## src/design/nbx_pkg.sv

```systemverilog
// Shared types, constants and mask helpers for the netblock exclusion filter.
// No dependencies; used by nbx_ctrl, nbx_datapath and the top level.
`default_nettype none

package nbx_pkg;

    // Default table depth
    localparam int TABLE_ENTRIES_DEF = 16;

    // Address widths of the two families
    localparam int V6_ADDR_W = 128;
    localparam int V4_ADDR_W = 32;

    // EtherTypes that select a table scan
    localparam logic [15:0] ETH_IPV4 = 16'h0800;
    localparam logic [15:0] ETH_IPV6 = 16'h86dd;

    // Item operation codes
    typedef enum logic
    {
        OP_WRITE    = 1'b0,
        OP_CLASSIFY = 1'b1
    } op_t;

    // One table row held in the prefix memory
    typedef struct packed
    {
        logic                 is_v6;
        logic [7:0]           length;
        logic [V6_ADDR_W-1:0] prefix;
    } entry_t;

    // Controller states
    typedef enum logic [1:0]
    {
        ST_IDLE,
        ST_SCAN,
        ST_FLUSH,
        ST_DONE
    } state_t;

    // Commands from controller to datapath
    typedef struct packed
    {
        logic capture;
        logic scan_issue;
        logic out_load;
    } ctrl_cmd_t;

    // Status from datapath to controller
    typedef struct packed
    {
        logic in_needs_scan;
        logic scan_last;
        logic out_free;
    } dp_status_t;

    // Leading-bit mask for IPv6; lengths of 128 and above give all ones
    function automatic logic [V6_ADDR_W-1:0] lead_mask_v6(input logic [7:0] len);
        lead_mask_v6 = ~({V6_ADDR_W{1'b1}} >> len);
    endfunction

    // Leading-bit mask for IPv4; lengths of 32 and above give all ones
    function automatic logic [V4_ADDR_W-1:0] lead_mask_v4(input logic [7:0] len);
        lead_mask_v4 = ~({V4_ADDR_W{1'b1}} >> len);
    endfunction

endpackage

`default_nettype wire

```

## src/design/nbx_ctrl.sv

```systemverilog
// Controller state machine of the netblock exclusion filter.
// Depends on nbx_pkg; drives the datapath commands and the input stall.
`default_nettype none

module nbx_ctrl
(
    input  wire logic               clk,
    input  wire logic               rst_n,
    input  wire logic               item_valid,
    output logic                    item_stall,
    input  wire nbx_pkg::dp_status_t status,
    output nbx_pkg::ctrl_cmd_t      cmd
);

    nbx_pkg::state_t state_reg;
    nbx_pkg::state_t state_next;

    // State register
    always_ff @(posedge clk or negedge rst_n)
    begin
        if (!rst_n)
        begin
            state_reg <= nbx_pkg::ST_IDLE;
        end
        else
        begin
            state_reg <= state_next;
        end
    end

    // Next state and commands
    always_comb
    begin
        state_next     = state_reg;
        cmd            = '0;
        item_stall     = 1'b1;
        unique case (state_reg)
            nbx_pkg::ST_IDLE:
            begin
                // take a word; scan only for IP classify items
                item_stall = 1'b0;
                if (item_valid)
                begin
                    cmd.capture = 1'b1;
                    state_next  = status.in_needs_scan ? nbx_pkg::ST_SCAN : nbx_pkg::ST_DONE;
                end
            end
            nbx_pkg::ST_SCAN:
            begin
                // issue one table read per cycle
                cmd.scan_issue = 1'b1;
                if (status.scan_last)
                begin
                    state_next = nbx_pkg::ST_FLUSH;
                end
            end
            nbx_pkg::ST_FLUSH:
            begin
                // let the last read entry reach the match flag
                state_next = nbx_pkg::ST_DONE;
            end
            nbx_pkg::ST_DONE:
            begin
                // hold until the result register is free
                if (status.out_free)
                begin
                    cmd.out_load = 1'b1;
                    state_next   = nbx_pkg::ST_IDLE;
                end
            end
            default:
            begin
                state_next = nbx_pkg::ST_IDLE;
            end
        endcase
    end

    // Checks
    a_capture_leaves_idle: assert property (@(posedge clk) disable iff (!rst_n)
        cmd.capture |=> state_reg != nbx_pkg::ST_IDLE)
        else $error("capture did not start an item");

    a_scan_end_flush: assert property (@(posedge clk) disable iff (!rst_n)
        (state_reg == nbx_pkg::ST_SCAN && status.scan_last) |=> state_reg == nbx_pkg::ST_FLUSH)
        else $error("scan did not end after the last entry");

    a_flush_to_done: assert property (@(posedge clk) disable iff (!rst_n)
        state_reg == nbx_pkg::ST_FLUSH |=> state_reg == nbx_pkg::ST_DONE)
        else $error("flush did not reach done");

endmodule

`default_nettype wire

```

## src/design/nbx_datapath.sv

```systemverilog
// Datapath of the netblock exclusion filter: entry table, scan, compare, result register.
// Depends on nbx_pkg; driven by commands from nbx_ctrl.
`default_nettype none

module nbx_datapath
#(
    parameter int TABLE_ENTRIES = nbx_pkg::TABLE_ENTRIES_DEF
)
(
    input  wire logic               clk,
    input  wire logic               rst_n,
    input  wire nbx_pkg::ctrl_cmd_t cmd,
    output nbx_pkg::dp_status_t     status,
    input  wire logic               op,
    input  wire logic [3:0]         entry_index,
    input  wire logic               entry_valid,
    input  wire logic               entry_is_v6,
    input  wire logic [7:0]         entry_prefix_length,
    input  wire logic [15:0]        ethertype,
    input  wire logic [63:0]        addr_one_hi,
    input  wire logic [63:0]        addr_one_lo,
    input  wire logic [63:0]        addr_two_hi,
    input  wire logic [63:0]        addr_two_lo,
    output logic                    result_valid,
    input  wire logic               result_stall,
    output logic                    accept
);

    localparam int IDX_W = (TABLE_ENTRIES > 1) ? $clog2(TABLE_ENTRIES) : 1;

    // Table storage: valid bits in flops, rows in memory
    logic [TABLE_ENTRIES-1:0] valid_bits_reg;
    nbx_pkg::entry_t          mem [TABLE_ENTRIES];

    // Captured item
    logic [nbx_pkg::V6_ADDR_W-1:0] addr_one_reg;
    logic [nbx_pkg::V6_ADDR_W-1:0] addr_two_reg;
    logic                          want_v6_reg;

    // Scan pipeline
    logic [IDX_W-1:0] scan_reg;
    logic             rd_en_reg;
    logic             rd_valid_reg;
    nbx_pkg::entry_t  rd_row_reg;
    logic             match_reg;

    // Result register
    logic result_valid_reg;
    logic accept_reg;

    // Decode of the incoming word
    logic             is_write;
    logic             in_range;
    logic [IDX_W-1:0] wr_addr;
    nbx_pkg::entry_t  wr_row;

    // Compare of the read entry
    logic [nbx_pkg::V6_ADDR_W-1:0] mask6;
    logic [nbx_pkg::V4_ADDR_W-1:0] mask4;
    logic                          hit6;
    logic                          hit4;
    logic                          entry_hit;

    assign is_write = (nbx_pkg::op_t'(op) == nbx_pkg::OP_WRITE);
    assign in_range = ({5'b0, entry_index} < 9'(TABLE_ENTRIES));
    assign wr_addr  = IDX_W'(entry_index);

    always_comb
    begin
        wr_row.is_v6  = entry_is_v6;
        wr_row.length = entry_prefix_length;
        wr_row.prefix = {addr_one_hi, addr_one_lo};
    end

    // Status toward the controller
    always_comb
    begin
        status.in_needs_scan = !is_write
                               && (ethertype == nbx_pkg::ETH_IPV4
                                   || ethertype == nbx_pkg::ETH_IPV6);
        status.scan_last     = (scan_reg == IDX_W'(TABLE_ENTRIES - 1));
        status.out_free      = !result_valid_reg || !result_stall;
    end

    // Write the table row and take one row per scan step
    always_ff @(posedge clk)
    begin
        if (cmd.capture && is_write && in_range)
        begin
            mem[wr_addr] <= wr_row;
        end
        if (cmd.scan_issue)
        begin
            rd_row_reg <= mem[scan_reg];
        end
    end

    // Hold the addresses of a classify word
    always_ff @(posedge clk)
    begin
        if (cmd.capture)
        begin
            addr_one_reg <= {addr_one_hi, addr_one_lo};
            addr_two_reg <= {addr_two_hi, addr_two_lo};
        end
    end

    // Masked compare of both addresses against the read row
    always_comb
    begin
        mask6     = nbx_pkg::lead_mask_v6(rd_row_reg.length);
        mask4     = nbx_pkg::lead_mask_v4(rd_row_reg.length);
        hit6      = ((addr_one_reg & mask6) == rd_row_reg.prefix)
                    || ((addr_two_reg & mask6) == rd_row_reg.prefix);
        hit4      = ((addr_one_reg[nbx_pkg::V4_ADDR_W-1:0] & mask4)
                        == rd_row_reg.prefix[nbx_pkg::V4_ADDR_W-1:0])
                    || ((addr_two_reg[nbx_pkg::V4_ADDR_W-1:0] & mask4)
                        == rd_row_reg.prefix[nbx_pkg::V4_ADDR_W-1:0]);
        entry_hit = rd_en_reg && rd_valid_reg && (rd_row_reg.is_v6 == want_v6_reg)
                    && (want_v6_reg ? hit6 : hit4);
    end

    // Control state: valid bits, scan counter, match flag, result register
    always_ff @(posedge clk or negedge rst_n)
    begin
        if (!rst_n)
        begin
            valid_bits_reg   <= '0;
            want_v6_reg      <= 1'b0;
            scan_reg         <= '0;
            rd_en_reg        <= 1'b0;
            rd_valid_reg     <= 1'b0;
            match_reg        <= 1'b0;
            result_valid_reg <= 1'b0;
            accept_reg       <= 1'b1;
        end
        else
        begin
            // start a new word
            if (cmd.capture)
            begin
                want_v6_reg <= (ethertype == nbx_pkg::ETH_IPV6);
                scan_reg    <= '0;
                match_reg   <= 1'b0;
                if (is_write && in_range)
                begin
                    valid_bits_reg[wr_addr] <= entry_valid;
                end
            end
            else
            begin
                // advance the scan
                if (cmd.scan_issue)
                begin
                    scan_reg <= scan_reg + IDX_W'(1);
                end
                if (entry_hit)
                begin
                    match_reg <= 1'b1;
                end
            end
            rd_en_reg <= cmd.scan_issue;
            if (cmd.scan_issue)
            begin
                rd_valid_reg <= valid_bits_reg[scan_reg];
            end
            // load or drain the result
            if (cmd.out_load)
            begin
                result_valid_reg <= 1'b1;
                accept_reg       <= !match_reg;
            end
            else if (!result_stall)
            begin
                result_valid_reg <= 1'b0;
            end
        end
    end

    assign result_valid = result_valid_reg;
    assign accept       = accept_reg;

    // Checks
    a_load_shows_result: assert property (@(posedge clk) disable iff (!rst_n)
        cmd.out_load |=> result_valid_reg)
        else $error("loaded result not presented");

    a_capture_clears_scan: assert property (@(posedge clk) disable iff (!rst_n)
        cmd.capture |=> (!match_reg && scan_reg == '0))
        else $error("new word did not clear the scan state");

    a_stalled_result_holds: assert property (@(posedge clk) disable iff (!rst_n)
        (result_valid_reg && result_stall) |=> (result_valid_reg && $stable(accept_reg)))
        else $error("stalled result word changed");

endmodule

`default_nettype wire

```

## src/design/ip_netblock_exclusion_filter.sv

```systemverilog
// Top level of the netblock exclusion filter: controller plus datapath.
// Depends on nbx_pkg, nbx_ctrl and nbx_datapath.
`default_nettype none

// Filters frames against a table of excluded IPv4 and IPv6 netblocks. A write
// word (op 0) replaces one table slot; a slot index at or beyond the table
// depth is ignored. A classify word (op 1) with EtherType 0x0800 or 0x86dd is
// rejected (accept 0) when its source or destination address, masked to the
// leading bits of a valid entry of the same family, equals that entry's
// prefix; every other word yields accept 1. Write words and classify words of
// other EtherTypes go from idle to done and back to idle. An IPv4 or IPv6
// classify word also passes the scan and flush states: the table memory has
// a single read port and the scan reads one entry per cycle. The next word
// is taken while a finished result still waits in the output register.

module ip_netblock_exclusion_filter
#(
    parameter int TABLE_ENTRIES = nbx_pkg::TABLE_ENTRIES_DEF
)
(
    input  wire logic        clk,
    input  wire logic        rst_n,
    input  wire logic        item_valid,
    output logic             item_stall,
    input  wire logic        op,
    input  wire logic [3:0]  entry_index,
    input  wire logic        entry_valid,
    input  wire logic        entry_is_v6,
    input  wire logic [7:0]  entry_prefix_length,
    input  wire logic [15:0] ethertype,
    input  wire logic [63:0] addr_one_hi,
    input  wire logic [63:0] addr_one_lo,
    input  wire logic [63:0] addr_two_hi,
    input  wire logic [63:0] addr_two_lo,
    output logic             result_valid,
    input  wire logic        result_stall,
    output logic             accept
);

    nbx_pkg::ctrl_cmd_t  cmd;
    nbx_pkg::dp_status_t status;

    // Sequence each word
    nbx_ctrl u_ctrl
    (
        .clk        (clk),
        .rst_n      (rst_n),
        .item_valid (item_valid),
        .item_stall (item_stall),
        .status     (status),
        .cmd        (cmd)
    );

    // Table, compare and result
    nbx_datapath
    #(
        .TABLE_ENTRIES (TABLE_ENTRIES)
    )
    u_datapath
    (
        .clk                 (clk),
        .rst_n               (rst_n),
        .cmd                 (cmd),
        .status              (status),
        .op                  (op),
        .entry_index         (entry_index),
        .entry_valid         (entry_valid),
        .entry_is_v6         (entry_is_v6),
        .entry_prefix_length (entry_prefix_length),
        .ethertype           (ethertype),
        .addr_one_hi         (addr_one_hi),
        .addr_one_lo         (addr_one_lo),
        .addr_two_hi         (addr_two_hi),
        .addr_two_lo         (addr_two_lo),
        .result_valid        (result_valid),
        .result_stall        (result_stall),
        .accept              (accept)
    );

endmodule

`default_nettype wire
```

## config.mk

```make
export PLATFORM = sky130hd
export DESIGN_NAME = ip_netblock_exclusion_filter
export DESIGN_NICKNAME = d
export VERILOG_FILES = /design/src/design/nbx_pkg.sv /design/src/design/nbx_ctrl.sv /design/src/design/nbx_datapath.sv /design/src/design/ip_netblock_exclusion_filter.sv
export SDC_FILE = /design/constraint.sdc
export NUM_CORES = 2
export LEC_CHECK = 0
export ABC_AREA = 1
export BUFFER_PORTS_ARGS = -buffer_cell sky130_fd_sc_hd__clkbuf_2
export CAP_MARGIN = 10
export CORE_MARGIN = 1.5
export CORE_UTILIZATION = 55
export CTS_BUF_LIST = sky130_fd_sc_hd__clkbuf_16
export DETAILED_ROUTE_END_ITERATION = 8
export GPL_TIMING_DRIVEN = 0
export MAX_ROUTING_LAYER = met4
export PLACE_DENSITY = 0.83
export SLEW_MARGIN = 20
export SYNTH_ARGS = -nofsm -noshare
export SYNTH_HDL_FRONTEND = slang
export SYNTH_SLANG_ARGS = --single-unit
```

## constraint.sdc

```tcl
create_clock -name clk -period 9.92 [get_ports clk]
set_input_delay 1.984 -clock clk [delete_from_list [all_inputs] [get_ports clk]]
set_output_delay 1.984 -clock clk [all_outputs]
set_load 0.005 [all_outputs]
```

Yosys cells after proc, flatten, opt, wreduce, memory -nomap -nowiden
Memories as Yosys holds them, arrays and structs flattened. A register that Yosys moved wholly into a read port is not among the register bits.
Cells that the tools add are included.
- register bits: 284
- bits in latches: 0
- memory bits (writable): 2192
- ROM bits: 0
- output and inout bits: 3
- memories: 1
- memories (memory ; depth ; width ; rd ports ; clocked after Yosys merged registers in ; wr ports ; line ; text):
    u_datapath.mem ; 16 ; 137 ; 1 ; 1 ; 1 ; nbx_datapath.sv:33 ; nbx_pkg::entry_t mem [TABLE_ENTRIES];
- $add $sub $neg: 1
- multiply operators: 0
- divide/modulo/power cells: 0
- order comparisons: 3
- equal/unequal tests: 15
- shift operators: 2
- multiplexer cells: 25
- bitwise logic cells: 7
- reduce and logical (&&, ||, !) cells: 18
- operators by type and width (cell ; number):
    $and A128 B128 Y128 ; 2
    $eq A128 B128 Y1 ; 2
    $not A128 Y128 ; 1
    $shr A128 B8 Y128 const A ; 1
    $and A32 B32 Y32 ; 2
    $eq A32 B32 Y1 ; 2
    $not A32 Y32 ; 1
    $shr A32 B8 Y32 const A ; 1
    $bwmux W16 ; 1
    $eq A16 B12 Y1 const B ; 1
    $eq A16 B16 Y1 const B ; 1
    $mux W1 ; 15
    $lt A4 B5 Y1 const B ; 2
    $mux W2 ; 4
    $mux W4 ; 2
    $pmux W2 S4 ; 1
    $logic_and A1 B1 Y1 ; 6
    $ne A2 B2 Y1 const B ; 3
    $add A4 B1 Y4 const B ; 1
    $bmux W1 S4 ; 1
    $demux W1 S4 ; 1
    $eq A2 B2 Y1 const B ; 2
    $eq A4 B4 Y1 const B ; 1
    $ge A4 B1 Y1 const B ; 1
    other kinds (10) ; 16

Logic depth before layout (Yosys ltp)
- depth in word-level cells: 9
- mapped depth: 20
- gate-level depth less buffers: 18

Cells and area by module
Synthesis repeated with hierarchy kept, for this count alone.
- cells, all modules: 8218
- area, all modules: 104520.2 um^2
- by module, submodules not included (module ; times used ; cells each ; area each (um^2) ; sequential area each (um^2)):
    nbx_datapath ; 1 ; 8185 ; 104282.5 ; 78276.3
    nbx_ctrl ; 1 ; 33 ; 237.7 ; 50.0

Worst setup path before layout
No wires, ideal clock.
- path kind: input to register
- from: input port item_valid
- to: register u_datapath.valid_bits_reg[10]
- data arrival time: 8.570 ns
- data required time: 9.531 ns
- path slack: 0.961 ns
- cell stages on the path: 7
- path through: nand2_1 > nor2_1 > inv_1 > nor3_1 > inv_1 > nor2_1 > a21oi_1
- longest elaborated chain between the ends: 3
- RTL lines (what ; line ; text):
    start: declaration ; ip_netblock_exclusion_filter.sv:23 ; input wire logic item_valid,
    $mux W1 ; nbx_ctrl.sv:42 ; if (item_valid)
    $mux W1 ; nbx_ctrl.sv:37 ; unique case (state_reg)
    $reduce_and A2 Y1 (no line) ; n/a ;
    end signal: indexed assignment ; nbx_datapath.sv:147 ; valid_bits_reg[wr_addr] <= entry_valid;
    end: declaration ; nbx_datapath.sv:32 ; logic [TABLE_ENTRIES-1:0] valid_bits_reg;
No other way between the ends.
A chain may end at the register's enable or synchronous reset.

==> impl_metrics.tcl <==
set metrics [dict create \
    status "finished with violations" \
    violations "DRC" \
    min_from "u_datapath.match_reg" \
    fmax_ghz 0.224 \
    dr.pass1.iters 9 \
    synth_edf_count 2585 \
    min_period_over_period_pct 45.0 \
    postRouteAntennaNets 0 \
    synthCells 8204 \
    pre_cts_ws_ps 4950 \
    slowest_delay_ps 780 \
    cts_buffers 239 \
    port_buffers 293 \
    yosysWarnings 0 \
    cp.required_ps 10550 \
    clk_pin_slew_worst_paths_ps 70 \
    skew_ps 69.5 \
    start_util_pct 55.5 \
    num_rows 159 \
    hold_viol_final 0 \
    drcViolationCount 28 \
    synth_cell_types 36 \
    wl_per_cell_um 29.0 \
    wl_mm 337 \
    synth_nets 8501 \
    fillers 12400 \
    gpl.final_weighted_congestion 0.980 \
    r2r-start "u_datapath.scan_reg[0]" \
    cts_root_buf "clkbuf_16" \
    ff2ff_path_depth 10 \
    grt-ovfl-total 0 \
    worst_slew_pin_slew_ps 1260 \
    ios 294 \
    vias_per_cell 6.54 \
    p_leak_nw 40.7 \
    crit_start "u_datapath.scan_reg[0]" \
    peakVddDrop_uv 184 \
    cp_slowest_cell "clkbuf_1" \
    setup.worst_path.class "reg2reg" \
    clk_latency_ps 920 \
    hpwl_mm 233 \
    syn_area_mm2 0.105 \
    yosysSeqAreaShare_pct 74.9 \
    grtUsageTotal_pct 35.4 \
    vias 76000 \
    die_h_um 439 \
    path_common_cell "clkbuf_1" \
    worstPathMaxFanout 10 \
    synthFlopType "edfxtp_1" \
    power_density_mw_per_mm2 290 \
    relSlewSlack_pct 16.2 \
    fp.dieArea_mm2 0.193 \
    syn_avg_cell_area_um2 12.7 \
    seq_area_mm2 0.0783 \
    arrival_ps 5090 \
    period_needed_ps 4460 \
    h-tree-depth 4 \
    critPathBufInv 6 \
    clock-sinks 2613 \
    cts_resized 0 \
    fin_util_pct 64.0 \
    antenna_found_initial 33 \
    crit_family "buffers and inverters" \
    crit_chain "clkbuf_1 -> clkbuf_2 -> inv_2 -> buf_2 -> clkbuf_1 -> clkbuf_1 -> nor2_1 -> o22ai_1 -> nand2_1 -> nand3_1" \
    drive_gt1_share_pct 9.75 \
    min_to "u_datapath.accept" \
    hp-class "reg2reg" \
    place_area_mm2 0.113 \
    setup_ws_ps 5460 \
    die_x_um 439 \
    grt_pass1_vias 73700 \
    drt_iter0_drc 12500 \
    endpoint_kind "flip-flop" \
    async_flop_share_pct 1.07 \
    multi_input_area_mm2 0.0238 \
    finish.net_count 9173 \
    worst-r2r-setup-slack_ps 5460 \
    area_growth_pct 15.3 \
    synth_seq_cells 2613 \
    cts_setup_buffers 0 \
    largest_register_ffs 2192 \
    min_path_cells 1 \
    start_kind "flip-flop" \
    grt_max_degree 95 \
    grt_pass1_wl_mm 479 \
    clockBufferDepth 3 \
    cts_hold_buffers 0 \
    drv_cap 0 \
    tritoncts "done" \
    rsz0062_at_grt "false" \
    post-route-cell-area_mm2 0.121 \
    report.final.slew_viol_count 0 \
    setup_viol 0 \
    r2r-end "u_datapath.rd_row_reg[134]" \
    core_area_mm2 0.188 \
]
metrics by stage:
step	total power, mW	hold WS (ps)	cells	TNS, ps
finish	35.0	480	11600	0
global route	35.9	463	11600	0
CTS	34.4	455	11600	0
detailed placement	25.1	425	11100	0
global placement	24.5	416	11000	-8956680
floorplan	20.0	402	8204	0
cells in the final DEF (no fill, tap or decap), types with 5 or more instances in the layout:
cell type and count:
a21oi_1 32, buf_1 19, buf_12 72, buf_16 64
buf_2 21, buf_4 7, bufinv_16 28, clkbuf_1 390
clkbuf_16 241, clkbuf_2 323, clkinv_1 60, clkinv_16 6
clkinv_2 40, clkinvlp_4 8, dfrtp_1 27, diode_2 53
edfxtp_1 2585, ha_1 5, inv_1 228, inv_2 12
nand2_1 1107, nand2_2 10, nand3_1 517, nand3b_1 9
nand4_1 64, nor2_1 1239, nor2_4 18, nor3_1 10
o211ai_1 109, o21ai_0 1121, o21ai_1 7, o221ai_1 167
o22ai_1 382, xor2_1 100
worst register-to-register path, delay by kind of cell (launching register included):
family	cells	cell delay (ps)
flip-flops	1	410
AND/OR/NAND/NOR	3	610
buffers and inverters	6	2940
AO/OA/AOI/OAI	1	200
cells by family (layout without fill, tap and decap cells):
kind of cell	count (synthesis)	after routing	share of synthesized area, %
AO/OA/AOI/OAI	1823	1823	10.1
flip-flops	2613	2613	74.9
XOR/XNOR	104	104	0.871
other	0	53	0
AND/OR/NAND/NOR	2989	2989	11.6
buffers and inverters	669	1541	2.45
adder cells (fa/ha/maj)	6	6	0.0718
power by group:
part | leakage, nW | internal (mW) | switching, mW | total [mW]
Sequential | 23.7 | 13.0 | 0.557 | 13.6
Clock | 4.02 | 5.15 | 4.15 | 9.30
Combinational | 13.0 | 3.13 | 8.92 | 12.1
layer usage:
metal | vias to the layer above | track usage [%] | part of all wire [%]
met5 | - | - | 0
met4 | 0 | 25.8 | 8.8
met3 | 1370 | 8.47 | 13
met2 | 6484 | 53.7 | 46
met1 | 36500 | 41.2 | 32
li1 | 31700 | - | -
area by class of cell:
class | instances | area share [%]
clock buffer | 241 | 5.00
clock inverter | 200 | 1.55
tap | 2495 | 2.59
antenna | 53 | 0.110
multi-input combinational | 4922 | 19.7
inverter | 199 | 0.626
timing repair buffer | 431 | 3.90
sequential | 2613 | 65.0
buffer | 470 | 1.55
worst max path at each step:
| stage | to | slack (ps) | cells past startpoint |
|---|---|---|---|
| 6_report | u_datapath.rd_row_reg[134] | 5460 | 10 |
| 5_1_grt | u_datapath.rd_row_reg[134] | 5630 | 10 |
| 4_1_cts | u_datapath.rd_row_reg[133] | 5790 | 10 |
| 3_5_place_dp | u_datapath.mem[6][82] | 4950 | 11 |
| 3_3_place_gp | u_datapath.valid_bits_reg[7] | -4330 | 8 |
| 2_1_floorplan | u_datapath.valid_bits_reg[10] | 960 | 7 |
synthesized netlist by cell type (19+ instances only):
| cell type | number | area [um2] |
|---|---|---|
| o21ai_0 | 1121 | 5610 |
| nand4_1 | 64 | 400 |
| nand2_1 | 1107 | 4160 |
| clkbuf_1 | 423 | 1590 |
| xor2_1 | 100 | 876 |
| edfxtp_1 | 2585 | 77600 |
| a21oi_1 | 32 | 160 |
| inv_1 | 184 | 691 |
| dfrtp_1 | 27 | 676 |
| o211ai_1 | 109 | 818 |
| o22ai_1 | 382 | 2390 |
| buf_2 | 21 | 105 |
| nand3_1 | 517 | 2590 |
| buf_1 | 19 | 71.3 |
| nor2_1 | 1255 | 4710 |
| o221ai_1 | 167 | 1460 |
Power figures use the tool's default switching activity.
